**src/satc_pkg.sv**
```systemverilog
// Shared types, register indexes and the per-item micro-op program of the tone canceller.
package satc_pkg;

	// Micro-op kinds of the shared multiply-accumulate datapath
	typedef enum logic [1:0] {
		K_NOP,
		K_MAC,
		K_ADD,
		K_SQ
	} kind_t;

	// Operand sources
	typedef enum logic [4:0] {
		SRC_Z0, SRC_Z1, SRC_X0, SRC_X1, SRC_ET0, SRC_ET1, SRC_W0, SRC_W1,
		SRC_TH0, SRC_TH1, SRC_Y, SRC_C, SRC_S, SRC_AL, SRC_EPS, SRC_GA, SRC_GN,
		SRC_T, SRC_U, SRC_Z0N, SRC_X0N, SRC_X1N, SRC_E, SRC_GE, SRC_D0, SRC_D1
	} src_t;

	// Result destinations; DST_SW closes the squared-norm sum and commits the item
	typedef enum logic [3:0] {
		DST_NONE, DST_T, DST_DRV, DST_X1N, DST_U, DST_Z1N, DST_X0N, DST_W0N,
		DST_W1N, DST_Z0N, DST_E, DST_GE, DST_E0N, DST_E1N, DST_SW
	} dest_t;

	typedef struct packed {
		kind_t kind;
		src_t  a;
		src_t  b;
		logic  sub;
		logic  first;
		dest_t dest;
	} uop_t;

	localparam int PC_W = 6;
	localparam logic [PC_W-1:0] UOP_LAST = 6'd43;

	typedef enum logic [1:0] {
		ST_IDLE,
		ST_RUN,
		ST_DRAIN,
		ST_FINISH
	} state_t;

	typedef struct packed {
		logic capture;
		logic load_out;
		uop_t uop;
	} dp_cmd_t;

	typedef struct packed {
		logic done;
	} dp_status_t;

	typedef struct packed {
		logic        we;
		logic [2:0]  index;
		logic [63:0] data;
	} cfg_wr_t;

	// Register indexes
	localparam logic [2:0] REG_EPSILON  = 3'd0;
	localparam logic [2:0] REG_ALPHA    = 3'd1;
	localparam logic [2:0] REG_GAMMA    = 3'd2;
	localparam logic [2:0] REG_H_SQ     = 3'd3;
	localparam logic [2:0] REG_OUT_GAIN = 3'd4;
	localparam logic [2:0] REG_ROTATION = 3'd5;
	localparam logic [2:0] REG_THETA_A  = 3'd6;
	localparam logic [2:0] REG_THETA_B  = 3'd7;

	function automatic uop_t mk(kind_t k, src_t a, src_t b, logic sub, logic first,
		dest_t d);
		uop_t r;
		r.kind  = k;
		r.a     = a;
		r.b     = b;
		r.sub   = sub;
		r.first = first;
		r.dest  = d;
		return r;
	endfunction

	// Program of one item; a slot reads a stored result only after the accumulate stage has written it
	function automatic uop_t uop_rom(logic [PC_W-1:0] pc);
		uop_t r;
		unique case (pc)
			6'd0:  r = mk(K_MAC, SRC_TH0, SRC_Z0, 1'b0, 1'b1, DST_NONE);
			6'd1:  r = mk(K_MAC, SRC_TH1, SRC_Z1, 1'b0, 1'b0, DST_T);
			6'd2:  r = mk(K_MAC, SRC_GN, SRC_W0, 1'b0, 1'b1, DST_DRV);
			6'd3:  r = mk(K_MAC, SRC_S, SRC_X0, 1'b0, 1'b1, DST_NONE);
			6'd4:  r = mk(K_MAC, SRC_C, SRC_X1, 1'b0, 1'b0, DST_X1N);
			6'd5:  r = mk(K_MAC, SRC_EPS, SRC_T, 1'b1, 1'b1, DST_U);
			6'd6:  r = mk(K_MAC, SRC_S, SRC_Z0, 1'b1, 1'b1, DST_NONE);
			6'd7:  r = mk(K_MAC, SRC_C, SRC_Z1, 1'b0, 1'b0, DST_NONE);
			6'd8:  r = mk(K_MAC, SRC_TH1, SRC_U, 1'b0, 1'b0, DST_Z1N);
			6'd9:  r = mk(K_MAC, SRC_C, SRC_X0, 1'b0, 1'b1, DST_NONE);
			6'd10: r = mk(K_MAC, SRC_AL, SRC_X0, 1'b1, 1'b0, DST_NONE);
			6'd11: r = mk(K_MAC, SRC_S, SRC_X1, 1'b1, 1'b0, DST_NONE);
			6'd12: r = mk(K_ADD, SRC_U, SRC_U, 1'b0, 1'b0, DST_X0N);
			6'd13: r = mk(K_MAC, SRC_C, SRC_W0, 1'b0, 1'b1, DST_NONE);
			6'd14: r = mk(K_MAC, SRC_S, SRC_W1, 1'b0, 1'b0, DST_NONE);
			6'd15: r = mk(K_ADD, SRC_U, SRC_U, 1'b0, 1'b0, DST_W0N);
			6'd16: r = mk(K_MAC, SRC_S, SRC_W0, 1'b1, 1'b1, DST_NONE);
			6'd17: r = mk(K_MAC, SRC_C, SRC_W1, 1'b0, 1'b0, DST_W1N);
			6'd18: r = mk(K_MAC, SRC_C, SRC_Z0, 1'b0, 1'b1, DST_NONE);
			6'd19: r = mk(K_MAC, SRC_S, SRC_Z1, 1'b0, 1'b0, DST_NONE);
			6'd20: r = mk(K_MAC, SRC_TH0, SRC_U, 1'b0, 1'b0, DST_NONE);
			6'd21: r = mk(K_MAC, SRC_AL, SRC_Z0, 1'b1, 1'b0, DST_NONE);
			6'd22: r = mk(K_MAC, SRC_AL, SRC_Y, 1'b0, 1'b0, DST_Z0N);
			6'd25: r = mk(K_ADD, SRC_Z0N, SRC_Z0N, 1'b0, 1'b1, DST_NONE);
			6'd26: r = mk(K_ADD, SRC_Y, SRC_Y, 1'b1, 1'b0, DST_NONE);
			6'd27: r = mk(K_MAC, SRC_TH0, SRC_X0N, 1'b1, 1'b0, DST_NONE);
			6'd28: r = mk(K_MAC, SRC_ET0, SRC_X0N, 1'b0, 1'b0, DST_NONE);
			6'd29: r = mk(K_MAC, SRC_TH1, SRC_X1N, 1'b1, 1'b0, DST_NONE);
			6'd30: r = mk(K_MAC, SRC_ET1, SRC_X1N, 1'b0, 1'b0, DST_E);
			6'd33: r = mk(K_MAC, SRC_GA, SRC_E, 1'b0, 1'b1, DST_GE);
			6'd36: r = mk(K_ADD, SRC_ET0, SRC_ET0, 1'b0, 1'b1, DST_NONE);
			6'd37: r = mk(K_MAC, SRC_X0N, SRC_GE, 1'b1, 1'b0, DST_E0N);
			6'd38: r = mk(K_ADD, SRC_ET1, SRC_ET1, 1'b0, 1'b1, DST_NONE);
			6'd39: r = mk(K_MAC, SRC_X1N, SRC_GE, 1'b1, 1'b0, DST_E1N);
			6'd42: r = mk(K_SQ, SRC_D0, SRC_D0, 1'b0, 1'b1, DST_NONE);
			6'd43: r = mk(K_SQ, SRC_D1, SRC_D1, 1'b0, 1'b0, DST_SW);
			default: r = mk(K_NOP, SRC_Z0, SRC_Z0, 1'b0, 1'b0, DST_NONE);
		endcase
		return r;
	endfunction

endpackage

```
**src/satc_ctrl.sv**
```systemverilog
// Sequencer: walks the micro-op program for each item and manages the handshakes.
module satc_ctrl import satc_pkg::*; (
	input  logic       clk,
	input  logic       arst_n,
	input  logic       in_valid,
	output logic       in_ready,
	output logic       out_valid,
	input  logic       out_ready,
	output dp_cmd_t    cmd,
	input  dp_status_t status
);

	state_t          state_q, state_nx;
	logic [PC_W-1:0] pc_q;
	logic            out_valid_q;
	logic            out_free;

	assign out_free  = !out_valid_q || out_ready;
	assign out_valid = out_valid_q;

	// Next state
	always_comb begin
		state_nx = state_q;
		unique case (state_q)
			ST_IDLE:   if (in_valid) state_nx = ST_RUN;
			ST_RUN:    if (pc_q == UOP_LAST) state_nx = ST_DRAIN;
			ST_DRAIN:  if (status.done) state_nx = ST_FINISH;
			ST_FINISH: if (out_free) state_nx = ST_IDLE;
			default:   state_nx = ST_IDLE;
		endcase
	end

	// Outputs
	always_comb begin
		in_ready     = 1'b0;
		cmd.capture  = 1'b0;
		cmd.load_out = 1'b0;
		cmd.uop      = uop_rom('0);
		cmd.uop.kind = K_NOP;
		cmd.uop.dest = DST_NONE;
		unique case (state_q)
			ST_IDLE: begin
				in_ready    = 1'b1;
				cmd.capture = in_valid;
			end
			ST_RUN:    cmd.uop = uop_rom(pc_q);
			ST_DRAIN:  ;
			ST_FINISH: cmd.load_out = out_free;
			default:   ;
		endcase
	end

	// Advance state and program counter
	always_ff @(posedge clk or negedge arst_n) begin
		if (!arst_n) begin
			state_q <= ST_IDLE;
			pc_q    <= '0;
		end else begin
			state_q <= state_nx;
			if (state_q == ST_RUN) pc_q <= pc_q + 1'b1;
			else pc_q <= '0;
		end
	end

	// Hold the result item until taken
	always_ff @(posedge clk or negedge arst_n) begin
		if (!arst_n) begin
			out_valid_q <= 1'b0;
		end else begin
			if (cmd.load_out) out_valid_q <= 1'b1;
			else if (out_ready) out_valid_q <= 1'b0;
		end
	end

endmodule

```
**config.mk**
```make
export PLATFORM = sky130hd
export DESIGN_NAME = satc_ctrl
export DESIGN_NICKNAME = d
export VERILOG_FILES = /design/src/satc_pkg.sv /design/src/satc_ctrl.sv
export SDC_FILE = /design/constraint.sdc
export NUM_CORES = 1
export LEC_CHECK = 0
export BUFFER_PORTS_ARGS = -buffer_cell sky130_fd_sc_hd__buf_2
export CAP_MARGIN = 20
export CORE_MARGIN = 3
export CORE_UTILIZATION = 35
export CTS_CLUSTER_DIAMETER = 100
export DETAILED_ROUTE_END_ITERATION = 6
export SYNTH_ARGS = -nofsm -noshare
export SYNTH_HDL_FRONTEND = slang
export SYNTH_SLANG_ARGS = --single-unit
```
**constraint.sdc**
```tcl
create_clock -name clk -period 2.5 [get_ports clk]
set_input_delay 0.5 -clock clk [delete_from_list [all_inputs] [get_ports clk]]
set_output_delay 0.5 -clock clk [all_outputs]
set_load 0.01 [all_outputs]
```
==> results.yml, run 1 <==
run_status:
  status: "complete, no violations"
yosys:
  synth_edf_count: 0
  async_reset_ff_share_pct: 100
  yosysTopAreaCellShare_pct: 12.7
  yosysSeqAreaShare_pct: 12.7
  netlist_top_cells_count: "21 x nand2_1, 17 x a21oi_1, 12 x nor2b_1, 12 x o21ai_0, 11 x ha_1"
  synth_area_leaders: "dfrtp_1 13%, ha_1 7.8%, buf_6 5.1%"
  synth_most_common_cell: "nand2_1"
  synth_flop_cell: "dfrtp_1"
  synth_cells: 233
  yosysWarnings: 0
  synth_cell_types: 60
  syn_area_per_cell_um2: 7.60
  synth_top_cell_by_area: "dfrtp_1"
  ys_ff_latch: 9
  synth_fp_nets: 249
  synth_area_um2: 1770
drt:
  drtIter0Drc: 312
  final_antenna_net_count: 0
  avgRoutedWirePerCell_um: 15.3
  vias: 1826
  drt-total-wl_um: 4950
  drt_first_pass_iters: 6
  drc_errors: 0
  viasPerCell: 5.64
die:
  die_y_um: 77.1
  dieArea_um2: 5950
  boundaryPins: 27
  num_rows: 25
  core_area_um2: 4820
  start_util_pct: 36.8
  die_w_um: 77.1
global_routing:
  use_met2_pct: 27.4
  grt_pass1_wl_um: 8260
  grt-busiest-layer: "met2"
  met1_usage_pct: 23.2
  grtUsageMet3_pct: 2.46
  grt_max_degree: 41
  grt_overflow: 0
  grt_pass1_vias: 1679
  grt_usage_pct: 16.6
  antenna_found_initial: 0
sta:
  clock_skew_ns: 0.00312
  timing.fmax_mhz: 417
  finalCritPeriodShare_pct: 95.9
  period_needed_ns: 2.40
  fin_tns_setup_ns: 0
  slew_viol_final: 0
  fin_worst_hold_slack_ns: 0.113
  max_slew_margin_pct: 76.7
  final_hold_viol_count: 0
  setup_slack_ns: 0.103
  worstMarginPinSlew_ns: 0.345
  rsz0062_at_grt: "false"
  finalSetupViolations: 0
critical_path:
  crit_path_start_kind: "flip-flop"
  worstPathRequired_ns: 2.00
  worstSetupEndpointType: "output port"
  ff2ff_path_depth: 5
  cp_slowest_cell: "dfrtp_2"
  worst_r2r_endpoint: "state_q[1]"
  timing.rr.start: "pc_q[3]"
  worstSetupPathType: "flip-flop to output port"
  r2r_slack_ns: 0.74
  cp_max_fo: 9
  cpPeakStageDelay_ns: 0.44
  worst_ep_arrival_time_ns: 1.90
  crit_chain: "buf_4, ha_2, nand2b_4, a311oi_2, o211ai_1, a21oi_1, buf_2"
placed_design:
  place_area_um2: 1940
  preCtsSetupSlack_ns: 0.197
  gp_congestion: 0.894
  dp_hpwl_um: 3540
  place_inst: 320
  io_buffers: 26
clock_tree:
  cts_hold_buf: 0
  cts-root-buf: "clkbuf_8"
  clockBufferDepth: 2
  cts_tree: "built"
  cts_buffers: 3
  htree_levels: 1
  worst_skew_pair.late_latency_ns: 0.23
  clkTransAtPathRegs_ns: 0.05
  cts_setup_buffers: 0
  cts_num_sinks: 9
final_layout:
  finish.utilization_pct: 43.0
  n_antenna_cell: 0
  layoutNonFillerInstCount: 324
  fillers: 498
  fin_nets: 274
  synthToLayoutAreaGrowth_pct: 17.0
  fin_area_um2: 2070
  drive_above_1_share_pct: 29.6
power:
  power_mw: 1.09
  power_per_cell_area_nw_per_um2: 525
  ir_drop_v: 0.000268
  power_leakage_nw: 0.843
min_path:
  min_path_type: "primary input to asynchronous set/reset pin"
job:
  drv_cap: 0
==> sequential cells by signal, indices dropped and copies added (netlist names) <==
| signal | cells |
|---|---|
| out_valid | 1 |
| state_q | 2 |
| pc_q | 6 |
==> timing repair <==
item	4_1_cts	5_1_grt
gates resized for setup	10	11
hold endpoints to repair	0	0
endpoints found under the setup margin	6	14
pin swaps	0	1
==> report_power, final <==
group          leakage (nW)  internal (mW)  total, mW  switching (mW)
combinational         0.707          0.304      0.716           0.412
sequential            0.110          0.180      0.208          0.0284
clock                0.0255          0.109      0.165          0.0564
==> cell families (layout without fill, tap and decap cells) <==
family,count (synthesis),after routing,share of synthesized area [%]
simple gates,95,95,30.2
compound gates,73,73,29.0
buf+inv,34,58,13.6
fa+ha+maj,11,11,7.77
flops,9,9,12.7
mux,6,6,4.24
xor+xnor,5,5,2.47
==> placed cells by master, fill, tap and decap left out, types with 6 or more instances in the layout <==
cell type / n
buf_2: 26
nand2_1: 21
a21oi_1: 16
buf_4: 16
nor2b_1: 12
o21ai_0: 12
nor2_1: 9
nand2b_1: 9
nand3_1: 9
and2_1: 9
nor3_1: 8
inv_1: 7
o211ai_1: 6
a22oi_1: 6
ha_1: 6
==> worst max-delay path by stage <==
stage | slack, ns | to | startpoint | cells after the start
finish | 0.10 | cmd[10] | pc_q[0] | 7
CTS | 0.01 | cmd[0] | pc_q[0] | 7
global route | 0.0009 | cmd[11] | pc_q[3] | 6
global placement | 0.18 | cmd[0] | pc_q[1] | 5
floorplan | 0.21 | cmd[1] | pc_q[0] | 8
detailed placement | 0.20 | cmd[2] | pc_q[0] | 6
==> worst max-delay path, delay by kind of cell (launching register included) <==
family / cells / cell delay [ns]
DFF: 1 / 0.44
adders and majority gates: 1 / 0.22
AOI/OAI and AO/OA: 3 / 0.49
and+or+nand+nor: 1 / 0.17
buffers and inverters: 2 / 0.35
==> layer usage <==
metal | part of all wire [%] | up-vias | wire length, µm
li1 | - | 886 | -
met1 | 45 | 860 | 2220
met2 | 47 | 76 | 2310
met3 | 8.0 | 4 | 396
met4 | 0.42 | 0 | 21
met5 | 0 | - | 0
==> final cells by class <==
class | instances | area (µm²) | area share (%)
clock buffers | 3 | 41.3 | 1.99
clock inverters | 1 | 5.00 | 0.241
inverters | 10 | 37.5 | 1.81
multi-input cells | 190 | 1380 | 66.7
flip-flops and latches | 9 | 231 | 11.2
well taps | 67 | 83.8 | 4.04
repair buffers | 44 | 290 | 14.0
Note: power is estimated with default switching activity, not from simulation.
==> inputs of run 2 (changes only) <==
- RECOVER_POWER: unset -> 50
==> results.yml, run 2 (synthesis gave the netlist of run 1 again) <==
clock_tree:
  cts-root-buf: "clkbuf_8"
  htree_levels: 1
  cts_buffers: 3
  cts_hold_buf: 0
  cts_tree: "built"
  cts_num_sinks: 9
  worst_skew_pair.late_latency_ns: 0.23
  clockBufferDepth: 2
  cts_setup_buffers: 0
  clkTransAtPathRegs_ns: 0.05
global_routing:
  grt_usage_pct: 16.6
  grt_pass1_vias: 1679
  grt_overflow: 0
  grt_pass1_wl_um: 8260
  grt_max_degree: 41
  antenna_found_initial: 0
final_layout:
  regMostFlops: "pc_q"
  finish.utilization_pct: 42.9
  drive_above_1_share_pct: 28.0
  n_antenna_cell: 0
  layout_common_cells: "22 x buf_2, 21 x nand2_1, 16 x a21oi_1, 16 x buf_4"
  multi_input_area_um2: 1380
  layout_commonest_cell: "buf_2"
  fillers: 502
  largest_reg_flops: 6
  regArea_um2: 231
  synthToLayoutAreaGrowth_pct: 16.7
  fin_nets: 274
power:
  power_per_cell_area_nw_per_um2: 524
  power_leakage_nw: 0.829
  ir_drop_v: 0.000267
  power_mw: 1.08
critical_path:
  worstSetupEndpointType: "output port"
  worst-path-buf-inv: 2
  crit_chain: "buf_4, ha_4, and2_1, o311ai_0, a21oi_1, buf_2"
  ff2ff_path_depth: 5
  worstPathRequired_ns: 2.00
  worst_r2r_endpoint: "state_q[1]"
  crit_path_start_kind: "flip-flop"
  cpLargestDelayFamily: "compound AO/OA/AOI/OAI gates"
  cp_slowest_cell: "dfrtp_2"
  cpPeakStageDelay_ns: 0.44
  r2r_slack_ns: 0.74
  cp_max_fo: 9
  timing.rr.start: "pc_q[3]"
  worst_ep_arrival_time_ns: 1.90
  worstSetupPathType: "flip-flop to output port"
placed_design:
  preCtsSetupSlack_ns: 0.197
  gp_congestion: 0.894
  io_buffers: 26
  dp_hpwl_um: 3540
sta:
  finalSetupViolations: 0
  slew_viol_final: 0
  fin_worst_hold_slack_ns: 0.204
  worstMarginPinSlew_ns: 0.494
  rsz0062_at_grt: "false"
  timing.fmax_mhz: 416
  period_needed_ns: 2.40
  finalCritPeriodShare_pct: 96.1
  final_hold_viol_count: 0
  max_slew_margin_pct: 67.1
  fin_tns_setup_ns: 0
  setup_slack_ns: 0.0976
  clock_skew_ns: 0.00288
drt:
  avgRoutedWirePerCell_um: 15.1
  drc_errors: 0
  drtIter0Drc: 292
  final_antenna_net_count: 0
  drt_first_pass_iters: 4
  vias: 1810
  drt-total-wl_um: 4900
  viasPerCell: 5.59
die:
  core_area_um2: 4820
  die_y_um: 77.1
  die_w_um: 77.1
  dieArea_um2: 5950
  start_util_pct: 36.8
  num_rows: 25
  boundaryPins: 27
min_path:
  min_path_type: "primary input to asynchronous set/reset pin"
run_status:
  status: "complete, no violations"
job:
  drv_cap: 0
[run 2: final cells by class]
| type | instances | share of cell area, % |
|---|---|---|
| multi-input cells | 190 | 66.9 |
| repair buffers | 44 | 13.8 |
| flip-flops and latches | 9 | 11.2 |
| well taps | 67 | 4.05 |
| clock buffers | 3 | 2.00 |
| inverters | 10 | 1.81 |
| clock inverters | 1 | 0.242 |
[run 2: timing repair]
item                       in CTS  in global routing
gates resized for setup        10                 11
pin swaps                       0                  1
gates cloned                    0                  0
setup endpoints to repair       6                 14
[run 2: power by group]
part	switching, mW	internal, mW	leakage [nW]
clock network	0.0568	0.109	0.0255
logic	0.412	0.297	0.693
registers	0.0285	0.180	0.110
total	0.498	0.586	0.829
[run 2: how the worst max path moves through the flow]
stage	startpoint	end	depth (start not counted)	slack [ns]
after floorplan	pc_q[0]	cmd[1]	8	0.21
after global placement	pc_q[1]	cmd[0]	5	0.18
after detailed placement	pc_q[0]	cmd[2]	6	0.20
after CTS	pc_q[0]	cmd[0]	7	0.01
after global routing	pc_q[3]	cmd[11]	6	0.0009
final	pc_q[0]	cmd[8]	6	0.1
[run 2: per-stage QoR]
stage          instances  cell area [µm²]
5_1_grt              324             2070
4_1_cts              324             2040
2_1_floorplan        233             1770
3_3_place_gp         320             1940
3_5_place_dp         320             1940
6_report             324             2070
[run 2: per-layer routing]
layer  global-route usage, %  share of wire [%]  up-vias
met4                    2.49               0.39        0
met3                    2.46                8.0        2
li1                        -                  -      889
met5                       0                  0        -
met2                    27.4                 47       79
met1                    23.2                 45      840
==> inputs of run 3 (changes only) <==
- ABC_AREA: unset -> 1
- CELL_PAD_IN_SITES_DETAIL_PLACEMENT: unset -> 1
- CELL_PAD_IN_SITES_GLOBAL_PLACEMENT: unset -> 2
- CORE_UTILIZATION: 35 -> 29
- PLACE_DENSITY_LB_ADDON: unset -> 0.1
==> results.yml, run 3 <==
critical_path:
  worstSetupPathType: "flip-flop to output port"
  worstSetupEndpointType: "output port"
  cp_slowest_cell: "dfrtp_1"
  ff2ff_path_depth: 6
  timing.rr.start: "pc_q[3]"
  worst-path-buf-inv: 2
  cpLargestDelayFamily: "simple AND/OR/NAND/NOR gates"
  cpPeakStageDelay_ns: 0.38
  r2r_slack_ns: 1.04
  crit_chain: "buf_4, ha_2, nand2_4, nand2_2, nor2_1, nor2_1, nand2_1, a21oi_2, buf_2"
  crit_path_start_kind: "flip-flop"
  worst_r2r_endpoint: "pc_q[5]"
  worst_ep_arrival_time_ns: 1.91
  critical_path.most_common_cell: "nor2_1"
  cp_max_fo: 8
  worstPathRequired_ns: 2.00
final_layout:
  layout_common_cells: "81 x nand2_1, 30 x nor2_1, 29 x nand3_1, 25 x inv_1, 24 x buf_2"
  synthToLayoutAreaGrowth_pct: 14.0
  n_antenna_cell: 0
  regArea_um2: 225
  fin_nets: 313
  fin_area_um2: 1800
  drive_above_1_share_pct: 22.3
  fillers: 730
  regMostFlops: "pc_q"
  multi_input_area_um2: 1110
  layout_commonest_cell: "nand2_1"
  largest_reg_flops: 6
clock_tree:
  cts_hold_buf: 0
  cts_tree: "built"
  cts_setup_buffers: 0
  cts_buffers: 3
  worst_skew_pair.late_latency_ns: 0.23
  cts_num_sinks: 9
  clockBufferDepth: 2
  htree_levels: 1
  ctsResizeCount: 1
  cts-root-buf: "clkbuf_8"
  clkTransAtPathRegs_ns: 0.04
die:
  die_y_um: 79.7
  start_util_pct: 30.5
  dieArea_um2: 6360
  die_w_um: 79.7
  boundaryPins: 27
  num_rows: 26
  core_area_um2: 5170
sta:
  fin_tns_setup_ns: 0
  finalSetupViolations: 0
  worstMarginPinSlew_ns: 0.474
  final_hold_viol_count: 0
  slew_viol_final: 0
  setup_slack_ns: 0.0904
  max_slew_margin_pct: 68.4
  timing.fmax_mhz: 415
  finalCritPeriodShare_pct: 96.4
  clock_skew_ns: 0.00245
  rsz0062_at_grt: "true"
  period_needed_ns: 2.41
global_routing:
  antenna_found_initial: 0
  grt_pass1_vias: 1845
  grt_pass1_wl_um: 9570
  grt_usage_pct: 19.3
  grt_max_degree: 23
  grt_overflow: 0
yosys:
  synth_top_cell_by_area: "nand2_1"
  async_reset_ff_share_pct: 100
  yosysWarnings: 0
  synth_area_leaders: "nand2_1 19%, dfrtp_1 14%, nand3_1 9.2%"
  synth_area_um2: 1580
  synth_most_common_cell: "nand2_1"
  synth_fp_nets: 285
  synth_flop_cell: "dfrtp_1"
  synth_cells: 269
  yosysSeqAreaShare_pct: 14.3
  syn_area_per_cell_um2: 5.86
  ys_ff_latch: 9
  netlist_top_cells_count: "81 x nand2_1, 30 x nor2_1, 29 x nand3_1"
  synth_edf_count: 0
  synth_cell_types: 29
  yosysTopAreaCellShare_pct: 19.3
drt:
  met3RoutedLength_um: 160
  viasPerCell: 4.94
  final_antenna_net_count: 0
  avgRoutedWirePerCell_um: 15.8
  vias: 1807
  met2_length_um: 2820
  wl_met1_um: 2720
  highest_layer: "met4"
  drt-total-wl_um: 5790
  drtIter0Drc: 160
  drc_errors: 0
  drt_first_pass_iters: 4
power:
  clkPwrFrac_pct: 13.5
  switching_share_pct: 52.4
  power_frac_comb_pct: 68.8
  ir_drop_v: 0.000414
  intPower_mw: 0.574
  power_per_cell_area_nw_per_um2: 671
  power_leakage_nw: 1.00
  p_seq_share_pct: 17.7
  p_sw_mw: 0.632
min_path:
  min_path_type: "primary input to asynchronous set/reset pin"
placed_design:
  gp_congestion: 0.900
  preCtsSetupSlack_ns: 0.220
  dp_hpwl_um: 4730
  place_area_um2: 1750
  io_buffers: 26
run_status:
  status: "complete, no violations"
job:
  drv_cap: 0
## run 3: power groups by stage
stage,sequential [mW],combinational (mW),clock [mW]
detailed placement,0.215,0.829,0
floorplan,0.228,0.547,0
global route,0.218,0.945,0.176
CTS,0.213,0.835,0.169
finish,0.213,0.829,0.163
global placement,0.214,0.835,0
## run 3: layer usage
metal  GRT usage, %  up-vias
met4           4.90        0
met5              0        -
li1               -      913
met1           25.6      849
met3           1.24        8
met2           34.0       37
## run 3: worst max path at each step
stage,to,cells past startpoint,startpoint
CTS,cmd[1],10,pc_q[0]
global placement,cmd[6],9,pc_q[0]
floorplan,cmd[11],9,pc_q[0]
finish,cmd[6],9,pc_q[0]
global route,cmd[6],9,pc_q[0]
detailed placement,cmd[6],9,pc_q[0]
## run 3: logic make-up (layout without fill, tap and decap cells)
| group | Yosys count | after routing | share of synthesized area [%] |
|---|---|---|---|
| simple gates | 155 | 155 | 44.4 |
| compound gates | 48 | 48 | 17.1 |
| buf+inv | 46 | 73 | 15.5 |
| fa+ha+maj | 11 | 11 | 8.73 |
| flops | 9 | 9 | 14.3 |
## run 3: metrics by stage
| stage | hold slack, ns | total power [mW] | instances | utilization [%] |
|---|---|---|---|---|
| floorplan | 0.204 | 0.775 | 269 | - |
| global placement | 0.360 | 1.05 | 362 | 33.9 |
| detailed placement | 0.362 | 1.04 | 362 | 33.9 |
| CTS | 0.117 | 1.22 | 366 | 34.8 |
| global route | 0.238 | 1.34 | 366 | 34.8 |
| finish | 0.200 | 1.21 | 366 | 34.8 |
## run 3: cell type report
type / count / share of cell area, %
tap: 70 / 4.87
clock buffer: 4 / 2.51
inverter: 33 / 7.17
sequential: 9 / 12.5
timing repair buffer: 36 / 11.1
multi-input combinational: 214 / 61.9
